===== config.mk =====
export PLATFORM = sky130hd
export DESIGN_NAME = interrupt_dispatch_with_halt_flat
export DESIGN_NICKNAME = d
export VERILOG_FILES = /design/src/idh_pkg.sv /design/src/idh_item_if.sv /design/src/idh_result_if.sv /design/src/interrupt_dispatch_with_halt.sv /design/src/idh_in_reg.sv /design/src/idh_core.sv /design/src/flat_wrapper.sv
export VERILOG_INCLUDE_DIRS = /design/src /design/src/src
export SDC_FILE = /design/constraint.sdc
export NUM_CORES = 1
export LEC_CHECK = 0
export BUFFER_PORTS_ARGS = -buffer_cell sky130_fd_sc_hd__buf_2
export CAP_MARGIN = 20
export CELL_PAD_IN_SITES_DETAIL_PLACEMENT = 1
export CELL_PAD_IN_SITES_GLOBAL_PLACEMENT = 2
export CORE_ASPECT_RATIO = 1.4
export CORE_MARGIN = 4
export CORE_UTILIZATION = 32
export CTS_BUF_LIST = sky130_fd_sc_hd__clkbuf_4 sky130_fd_sc_hd__clkbuf_8 sky130_fd_sc_hd__clkbuf_16
export CTS_CLUSTER_SIZE = 20
export DETAILED_ROUTE_END_ITERATION = 12
export PLACE_DENSITY = 0.85
export REMOVE_ABC_BUFFERS = 1
export SLEW_MARGIN = 20
export SYNTH_ARGS = -nofsm -noshare
export SYNTH_HDL_FRONTEND = slang
export SYNTH_SLANG_ARGS = --single-unit

===== constraint.sdc =====
create_clock -name clk -period 1.83 [get_ports clk]
set_input_delay 0.2745 -clock clk [delete_from_list [all_inputs] [get_ports clk]]
set_output_delay 0.2745 -clock clk [all_outputs]
set_load 0.02 [all_outputs]

===== src/assert_macros.svh =====
// Assertion macros shared by the interrupt dispatch RTL.
`ifndef ASSERT_MACROS_SVH
`define ASSERT_MACROS_SVH

// Check a property on every clock edge outside reset.
`define IDH_ASSERT(label, prop, msg) \
  label: assert property (@(posedge clk) disable iff (rst) (prop)) else $error(msg);

// Check that a condition is followed in the next cycle by a consequence.
`define IDH_ASSERT_NEXT(label, cond, cons, msg) \
  label: assert property (@(posedge clk) disable iff (rst) (cond) |=> (cons)) else $error(msg);

`endif


===== src/idh_pkg.sv =====
// Types, constants and helpers for the interrupt dispatch block.
package idh_pkg;

  localparam int SrcW  = 5;
  localparam int AddrW = 16;
  localparam int ByteW = 8;
  localparam int VecW  = 7;

  localparam logic [VecW-1:0] VecNone   = 7'h00;
  localparam logic [VecW-1:0] VecVblank = 7'h40;
  localparam logic [VecW-1:0] VecLcd    = 7'h48;
  localparam logic [VecW-1:0] VecTimer  = 7'h50;
  localparam logic [VecW-1:0] VecSerial = 7'h58;
  localparam logic [VecW-1:0] VecJoypad = 7'h60;

  typedef struct packed {
    logic [SrcW-1:0]  raise_bits;
    logic [AddrW-1:0] current_pc;
    logic [AddrW-1:0] stack_pointer;
    logic             enter_halt;
    logic             ime_scheduled;
    logic             is_ei_or_di;
  } item_t;

  typedef struct packed {
    logic             taken;
    logic [VecW-1:0]  vector;
    logic [AddrW-1:0] new_stack_pointer;
    logic [ByteW-1:0] push_high;
    logic [ByteW-1:0] push_low;
    logic             halted;
    logic             master_enable;
    logic [SrcW-1:0]  pending_out;
  } result_t;

  function automatic logic [VecW-1:0] vector_of(input logic [SrcW-1:0] req);
    if (req[0]) return VecVblank;
    else if (req[1]) return VecLcd;
    else if (req[2]) return VecTimer;
    else if (req[3]) return VecSerial;
    else if (req[4]) return VecJoypad;
    else return VecNone;
  endfunction

  function automatic logic [SrcW-1:0] lowest_bit(input logic [SrcW-1:0] req);
    logic [SrcW-1:0] neg;
    neg = ~req + SrcW'(1);
    return req & neg;
  endfunction

endpackage


===== src/idh_item_if.sv =====
// Handshake channel carrying one instruction-boundary item.
interface idh_item_if;
  import idh_pkg::*;

  logic             valid;
  logic             ready;
  logic [SrcW-1:0]  raise_bits;
  logic [AddrW-1:0] current_pc;
  logic [AddrW-1:0] stack_pointer;
  logic             enter_halt;
  logic             ime_scheduled;
  logic             is_ei_or_di;

  modport source (
    output valid, raise_bits, current_pc, stack_pointer, enter_halt, ime_scheduled,
           is_ei_or_di,
    input  ready
  );

  modport sink (
    input  valid, raise_bits, current_pc, stack_pointer, enter_halt, ime_scheduled,
           is_ei_or_di,
    output ready
  );
endinterface


===== src/idh_result_if.sv =====
// Handshake channel carrying one dispatch result.
interface idh_result_if;
  import idh_pkg::*;

  logic             valid;
  logic             ready;
  logic             taken;
  logic [VecW-1:0]  vector;
  logic [AddrW-1:0] new_stack_pointer;
  logic [ByteW-1:0] push_high;
  logic [ByteW-1:0] push_low;
  logic             halted;
  logic             master_enable;
  logic [SrcW-1:0]  pending_out;

  modport source (
    output valid, taken, vector, new_stack_pointer, push_high, push_low, halted,
           master_enable, pending_out,
    input  ready
  );

  modport sink (
    input  valid, taken, vector, new_stack_pointer, push_high, push_low, halted,
           master_enable, pending_out,
    output ready
  );
endinterface


===== src/interrupt_dispatch_with_halt.sv =====
// Instruction-boundary interrupt controller with halt handling.
// Channels: items (sink) takes one item per instruction boundary with the
// newly raised request bits, PC, SP, HALT flag, scheduled master enable and
// EI/DI marker. results (source) gives one result per item: dispatch flag,
// vector, SP (decremented on dispatch), pushed PC bytes and the halt,
// master enable and pending state after the item. A transfer happens when
// valid and ready are both high at a rising edge.
// cfg_write_en/cfg_write_data write the five-bit interrupt enable mask; write
// it only while no item is in flight.
// Path: an item is captured in the input register, then goes through the
// dispatch logic into the result register, which presents the result.
// Throughput: one item per cycle while the receiver takes results; input
// register and result register each hold while the next stage is full, so
// the receiver may stall freely and items back up without loss.
// Reset (rst, synchronous): clears pending flags, master enable, halt flag,
// the enable mask and both stage valids.
module interrupt_dispatch_with_halt (
  input  logic                     clk,
  input  logic                     rst,
  input  logic                     cfg_write_en,
  input  logic [idh_pkg::SrcW-1:0] cfg_write_data,
  idh_item_if.sink                 items,
  idh_result_if.source             results
);
  import idh_pkg::*;

  logic  item_valid;
  logic  item_ready;
  item_t item;

  idh_in_reg u_in_reg (
    .clk        (clk),
    .rst        (rst),
    .items      (items),
    .item_valid (item_valid),
    .item_ready (item_ready),
    .item       (item)
  );

  idh_core u_core (
    .clk            (clk),
    .rst            (rst),
    .cfg_write_en   (cfg_write_en),
    .cfg_write_data (cfg_write_data),
    .item_valid     (item_valid),
    .item_ready     (item_ready),
    .item           (item),
    .results        (results)
  );
endmodule


===== src/idh_in_reg.sv =====
// Input register stage: captures one item per transfer.
module idh_in_reg (
  input  logic          clk,
  input  logic          rst,
  idh_item_if.sink      items,
  output logic          item_valid,
  input  logic          item_ready,
  output idh_pkg::item_t item
);
  import idh_pkg::*;

  logic  held;
  item_t data;
  logic  take_in;

  assign items.ready = !held || item_ready;
  assign take_in     = items.valid && items.ready;
  assign item_valid  = held;
  assign item        = data;

  always_ff @(posedge clk) begin
    if (rst) begin
      held <= 1'b0;
    end else if (take_in) begin
      held <= 1'b1;
    end else if (item_ready) begin
      held <= 1'b0;
    end
  end

  always_ff @(posedge clk) begin
    if (take_in) begin
      data.raise_bits    <= items.raise_bits;
      data.current_pc    <= items.current_pc;
      data.stack_pointer <= items.stack_pointer;
      data.enter_halt    <= items.enter_halt;
      data.ime_scheduled <= items.ime_scheduled;
      data.is_ei_or_di   <= items.is_ei_or_di;
    end
  end
endmodule


===== src/idh_core.sv =====
// Dispatch logic: pending, master enable and halt state with the result register.
module idh_core (
  input  logic                      clk,
  input  logic                      rst,
  input  logic                      cfg_write_en,
  input  logic [idh_pkg::SrcW-1:0]  cfg_write_data,
  input  logic                      item_valid,
  output logic                      item_ready,
  input  idh_pkg::item_t            item,
  idh_result_if.source              results
);
  import idh_pkg::*;
  `include "assert_macros.svh"

  logic [SrcW-1:0] int_enable;
  logic [SrcW-1:0] pending;
  logic            ime;
  logic            halt;
  logic            res_valid;
  result_t         res;

  logic [SrcW-1:0] pend_raised;
  logic [SrcW-1:0] req_ready;
  logic [SrcW-1:0] pending_next;
  logic            ime_next;
  logic            halt_next;
  result_t         res_next;
  logic            load;

  assign item_ready = !res_valid || results.ready;
  assign load       = item_valid && item_ready;

  always_comb begin
    pend_raised  = pending | item.raise_bits;
    req_ready    = pend_raised & int_enable;
    pending_next = pend_raised;
    ime_next     = ime;
    halt_next    = halt;
    res_next.taken             = 1'b0;
    res_next.vector            = VecNone;
    res_next.new_stack_pointer = item.stack_pointer;
    res_next.push_high         = '0;
    res_next.push_low          = '0;
    if (halt) begin
      halt_next = (req_ready == '0);
    end else begin
      if (ime && (req_ready != '0)) begin
        res_next.taken             = 1'b1;
        res_next.vector            = vector_of(req_ready);
        res_next.new_stack_pointer = item.stack_pointer - AddrW'(2);
        res_next.push_high         = item.current_pc[AddrW-1:ByteW];
        res_next.push_low          = item.current_pc[ByteW-1:0];
        pending_next               = pend_raised & ~lowest_bit(req_ready);
        ime_next                   = 1'b0;
      end
      if (item.enter_halt) begin
        halt_next = 1'b1;
      end
      if (!item.is_ei_or_di) begin
        ime_next = item.ime_scheduled;
      end
    end
    res_next.halted        = halt_next;
    res_next.master_enable = ime_next;
    res_next.pending_out   = pending_next;
  end

  always_ff @(posedge clk) begin
    if (rst) begin
      int_enable <= '0;
      pending    <= '0;
      ime        <= 1'b0;
      halt       <= 1'b0;
      res_valid  <= 1'b0;
    end else begin
      if (cfg_write_en) begin
        int_enable <= cfg_write_data;
      end
      if (load) begin
        pending   <= pending_next;
        ime       <= ime_next;
        halt      <= halt_next;
        res_valid <= 1'b1;
      end else if (results.ready) begin
        res_valid <= 1'b0;
      end
    end
  end

  always_ff @(posedge clk) begin
    if (load) begin
      res <= res_next;
    end
  end

  assign results.valid             = res_valid;
  assign results.taken             = res.taken;
  assign results.vector            = res.vector;
  assign results.new_stack_pointer = res.new_stack_pointer;
  assign results.push_high         = res.push_high;
  assign results.push_low          = res.push_low;
  assign results.halted            = res.halted;
  assign results.master_enable     = res.master_enable;
  assign results.pending_out       = res.pending_out;

  `IDH_ASSERT_NEXT(a_state_matches_result, load,
    res.halted == halt && res.master_enable == ime && res.pending_out == pending,
    "result flags disagree with stored state")
  `IDH_ASSERT_NEXT(a_no_dispatch_halted, load && halt, !res.taken,
    "dispatch while halted")
  `IDH_ASSERT_NEXT(a_no_dispatch_masked, load && !ime, !res.taken,
    "dispatch with master enable clear")
  `IDH_ASSERT(a_taken_vector, !res_valid || (res.taken == (res.vector != VecNone)),
    "taken flag and vector disagree")
endmodule


===== src/flat_wrapper.sv =====
// flat-port wrapper written by rule: the top's interface ports become plain ports
module interrupt_dispatch_with_halt_flat import idh_pkg::*;
  (clk, rst, cfg_write_en, cfg_write_data, items_valid, items_raise_bits, items_current_pc, items_stack_pointer, items_enter_halt, items_ime_scheduled, items_is_ei_or_di, items_ready, results_valid, results_taken, results_vector, results_new_stack_pointer, results_push_high, results_push_low, results_halted, results_master_enable, results_pending_out, results_ready);
  idh_item_if items_i ();
  idh_result_if results_i ();
  input  logic clk;
  input  logic rst;
  input  logic cfg_write_en;
  input  logic [idh_pkg::SrcW-1:0] cfg_write_data;
  input wire logic [$bits(items_i.valid)-1:0] items_valid;
  input wire logic [$bits(items_i.raise_bits)-1:0] items_raise_bits;
  input wire logic [$bits(items_i.current_pc)-1:0] items_current_pc;
  input wire logic [$bits(items_i.stack_pointer)-1:0] items_stack_pointer;
  input wire logic [$bits(items_i.enter_halt)-1:0] items_enter_halt;
  input wire logic [$bits(items_i.ime_scheduled)-1:0] items_ime_scheduled;
  input wire logic [$bits(items_i.is_ei_or_di)-1:0] items_is_ei_or_di;
  output wire logic [$bits(items_i.ready)-1:0] items_ready;
  output wire logic [$bits(results_i.valid)-1:0] results_valid;
  output wire logic [$bits(results_i.taken)-1:0] results_taken;
  output wire logic [$bits(results_i.vector)-1:0] results_vector;
  output wire logic [$bits(results_i.new_stack_pointer)-1:0] results_new_stack_pointer;
  output wire logic [$bits(results_i.push_high)-1:0] results_push_high;
  output wire logic [$bits(results_i.push_low)-1:0] results_push_low;
  output wire logic [$bits(results_i.halted)-1:0] results_halted;
  output wire logic [$bits(results_i.master_enable)-1:0] results_master_enable;
  output wire logic [$bits(results_i.pending_out)-1:0] results_pending_out;
  input wire logic [$bits(results_i.ready)-1:0] results_ready;
  assign items_i.valid = items_valid;
  assign items_i.raise_bits = items_raise_bits;
  assign items_i.current_pc = items_current_pc;
  assign items_i.stack_pointer = items_stack_pointer;
  assign items_i.enter_halt = items_enter_halt;
  assign items_i.ime_scheduled = items_ime_scheduled;
  assign items_i.is_ei_or_di = items_is_ei_or_di;
  assign items_ready = items_i.ready;
  assign results_valid = results_i.valid;
  assign results_taken = results_i.taken;
  assign results_vector = results_i.vector;
  assign results_new_stack_pointer = results_i.new_stack_pointer;
  assign results_push_high = results_i.push_high;
  assign results_push_low = results_i.push_low;
  assign results_halted = results_i.halted;
  assign results_master_enable = results_i.master_enable;
  assign results_pending_out = results_i.pending_out;
  assign results_i.ready = results_ready;
  interrupt_dispatch_with_halt u_core (.clk(clk), .rst(rst), .cfg_write_en(cfg_write_en), .cfg_write_data(cfg_write_data), .items(items_i), .results(results_i));
endmodule

==> reports/qor.log <==
qor: grt.grt_most_used_layer met2
qor: clocking.clock_sink_total 98
qor: layout.regArea 2803 µm²
qor: clocking.maximum_clock_path_buffer_count 2
qor: setup_path.critPathMaxFanout 8
qor: timing.timing.final.crit_share 0.9762
qor: clocking.clock-root-buffer clkbuf_16
qor: setup_path.worst_ep_required_time 1920 ps
qor: layout.fill_cells 1222
qor: grt.grt_overflow_total 0
qor: synthesis.synth_top_area_frac 0.6731
qor: timing.clock_skew 9.161 ps
qor: clocking.cts_htree_levels 3
qor: synthesis.postSynthCellCount 245
qor: layout.num_antenna_cells 0
qor: timing.worst_slew_margin_rel 0.6309
qor: floorplan.design.die.area 13530 µm²
qor: layout.final_util 0.4229
qor: route.final_antenna_net_count 0
qor: route.avgRoutedWirePerCell 16.10 µm
qor: layout.design.final.nets 407
qor: setup_path.timing.critical_path.from u_core.u_in_reg.item[38]$_DFFE_PP_
qor: synthesis.synth.lib_cells_used.distinct 44
qor: setup_path.worstSetupPathType reg -> reg
qor: synthesis.yosys.area.top_type edfxtp_1
qor: route.drt_iter0_drc 40
qor: power.vdd.ir_drop.worst 0.4559 mV
qor: setup_path.regToRegSetupSlack 40 ps
qor: clocking.hold_buffers 0
qor: layout.area_growth 28.61%
qor: grt.grt_start_max_net_pins 41
qor: setup_path.critical_path_sink_type register
qor: synthesis.avgSynthCellArea 15.30 µm²
qor: route.finalWirelength 8.131 mm
qor: setup_path.launch_instance_of_the_worst_register_to_register_path u_core.u_in_reg.item[38]$_DFFE_PP_
qor: grt.grt_pass1_vias 2573
qor: synthesis.mappedNetlistArea 3747 µm²
qor: clocking.path_clk_slew 70 ps
qor: timing.report.final.setup_viol 0
qor: setup_path.crit_path_start_kind register
qor: setup_path.crit_arrival 1870 ps
qor: route.vias 2346
qor: outcome.status completed
qor: grt.met3_usage 0.02669
qor: layout.post_route_cells_drive_above_1_share 0.4017
qor: synthesis.seq_area_frac_synth 0.7479
qor: flow_run.max_cap_violations 0
qor: route.post-route-drc-count 0
qor: timing.timing.final.crit_period 1786 ps
qor: grt.gr-usage-all-layers 0.1268
qor: grt.grt_antenna_before_repair 1
qor: synthesis.postSynthRegisterBits 98
qor: synthesis.async_reset_ff_frac 0
qor: timing.fin_hold_ws 101.5 ps
qor: setup_path.timing_endpoint_of_the_critical_path u_core.u_core.results.new_stack_pointer[12]$_DFFE_PP_
qor: route.drt_first_pass_iters 4
qor: layout.area_taken_by_multi_input_logic_gates 913.4 µm²
qor: timing.finalMaxSlewViolations 0
qor: clocking.cts_inserted_buffers 9
qor: timing.max_clock_freq 559.8 MHz
qor: floorplan.dieHeight 136.0 µm
qor: floorplan.initial_core_util 0.3288
qor: placement.detailed_place_hpwl 6.053 mm
qor: setup_path.crit-reg2reg-capture u_core.u_core.results.new_stack_pointer[12]$_DFFE_PP_
qor: clocking.clk_lat_worst_skew 340 ps
qor: placement.finalWeightedCongestion 0.8505
qor: timing.timing.setup.tns 0 ps
qor: timing.finalHoldViolCount 0
qor: route.vias_per_cell 4.646
qor: floorplan.ioPinCount 99
qor: floorplan.fp.coreArea 11400 µm²
qor: grt.globalRouteMet1Util 0.1221
qor: floorplan.placementRows 46
qor: min_path.hold_path_startpoint items_stack_pointer[0]
qor: power.power_leakage 1.842 nW
qor: min_path.hold_path.class in -> reg
qor: synthesis.synth_edf_count 84
qor: clocking.clock_tree_from_tritoncts done
qor: power.report.power.total 5.004 mW
qor: layout.post-route-cell-area 4820 µm²
qor: grt.gr-usage-met2 0.2395
qor: synthesis.ys.flop_type edfxtp_1
qor: timing.rsz0062_at_grt true
qor: placement.port_buffers 95
qor: floorplan.horizontal_die_dimension 99.46 µm
qor: placement.post_dp_cell_area 4439 µm²
qor: grt.first_pass_grt_wire_length 12.83 mm
qor: power.power_density 1038 nW/µm²
qor: synthesis.netlist_top_cells_area edfxtp_1, dfxtp_1, xnor2_1
qor: setup_path.worst_r2r_path_depth 6
qor: timing.tightest_slew 553.7 ps
qor: synthesis.yosys_warnings 0
critical path, stage by stage, from the launching register on:
cell	delay (ps)
edfxtp_1	430
o21a_1	250
nor4_4	320
buf_4	180
nand2_2	120
nand3_2	150
xnor2_1	80
cell usage after synthesis, types with 2 or more instances:
library cell,count
a21oi_1,10
a21oi_2,3
a311oi_1,3
and2_1,14
and2_4,5
buf_4,3
buf_6,2
clkbuf_1,2
dfxtp_1,14
edfxtp_1,84
inv_1,3
mux2i_1,5
nand2_1,12
nand2b_1,2
nand3_1,8
nand4_1,2
nor2_1,25
nor3_1,3
nor4_1,4
o21a_1,3
o21ai_0,3
xnor2_1,13
metal layers:
metal	vias to the layer above	wire length (µm)
met5	-	13
met4	2	329
met3	23	331
met2	62	4645
met1	1135	2810
li1	1124	-
worst min path at each step:
stage / cells after the start / to
6_report: 1 / u_core.u_in_reg.item[3]$_DFFE_PP_
3_5_place_dp: 0 / u_core.u_core.results.new_stack_pointer[0]$_DFFE_PP_
4_1_cts: 1 / u_core.u_in_reg.item[30]$_DFFE_PP_
2_1_floorplan: 1 / u_core.u_core.pending[1]$_SDFFE_PP0P_
3_3_place_gp: 0 / u_core.u_core.results.new_stack_pointer[0]$_DFFE_PP_
5_1_grt: 1 / u_core.u_in_reg.item[30]$_DFFE_PP_
power breakdown:
part	switching, mW	total, mW	internal (mW)	leakage (nW)
registers	0.0591	2.61	2.55	0.926
logic	0.226	0.376	0.151	0.756
clock network	0.809	2.02	1.21	0.160
through the flow:
| step | instances | setup WS [ps] |
|---|---|---|
| after floorplan | 239 | -418.0 |
| after global placement | 486 | 5.287 |
| after detailed placement | 486 | -53.43 |
| after CTS | 502 | 17.81 |
| after global routing | 505 | -58.29 |
| final | 505 | 43.61 |
cell usage in the layout, fill, tap and decap left out, drive strengths merged:
master,netlist,layout
and2,19,19
ha,1,1
nand4,2,2
xnor2,14,14
nor3,3,3
or3,1,1
nand3,8,8
nor2,26,26
nand2b,2,2
nor2b,1,1
dfxtp,14,14
and4bb,1,1
clkbuf,2,9
o211ai,1,1
a22oi,1,1
a311oi,3,3
nor3b,1,1
nor4,6,6
a21o,1,1
a211oi,1,1
conb,1,3
inv,3,5
bufinv,0,2
clkinv,0,3
buf,6,106
nand2,13,13
mux2,1,1
a2111oi,1,1
mux2i,5,5
a21oi,13,13
edfxtp,84,84
o21ai,4,4
o22a,1,1
a31oi,1,1
o21a,4,4
repair_timing:
action	4_1_cts	5_1_grt
setup endpoints to repair	6	35
setup buffers	0	3
gates resized for setup	2	6
pin swaps	0	3
logic make-up after synthesis:
group	Yosys count	share of synthesized area
flops	98	0.7479
simple gates	83	0.1212
compound gates	31	0.05710
xor+xnor	14	0.03473
buf+inv	11	0.01836
mux	6	0.01636
fa+ha+maj	1	0.003338
other cells	1	0.001001
final cells by class:
type	instances	area share
multi-input combinational	138	0.1895
inverter	3	0.002336
clock buffer	9	0.04673
clock inverter	7	0.02077
tap	144	0.03738
timing repair buffer	106	0.1218
sequential	98	0.5815
state kept, by name, indices dropped and copies added (netlist names):
signal	count
u_core.u_core.results.taken	1
u_core.u_core.results.valid	1
u_core.u_core.ime	1
u_core.u_core.results.vector	4
u_core.u_core.results.new_stack_pointer	16
u_core.u_core.results.pending_out	5
u_core.u_in_reg.item_valid	1
u_core.u_core.results.push_high	8
u_core.u_core.pending	5
u_core.u_core.results.push_low	8
u_core.u_core.results.halted	1
u_core.u_core.results.master_enable	1
u_core.u_core.halt	1
u_core.u_core.int_enable	5
u_core.u_in_reg.item	40
Note: power is estimated with default switching activity, not from simulation.
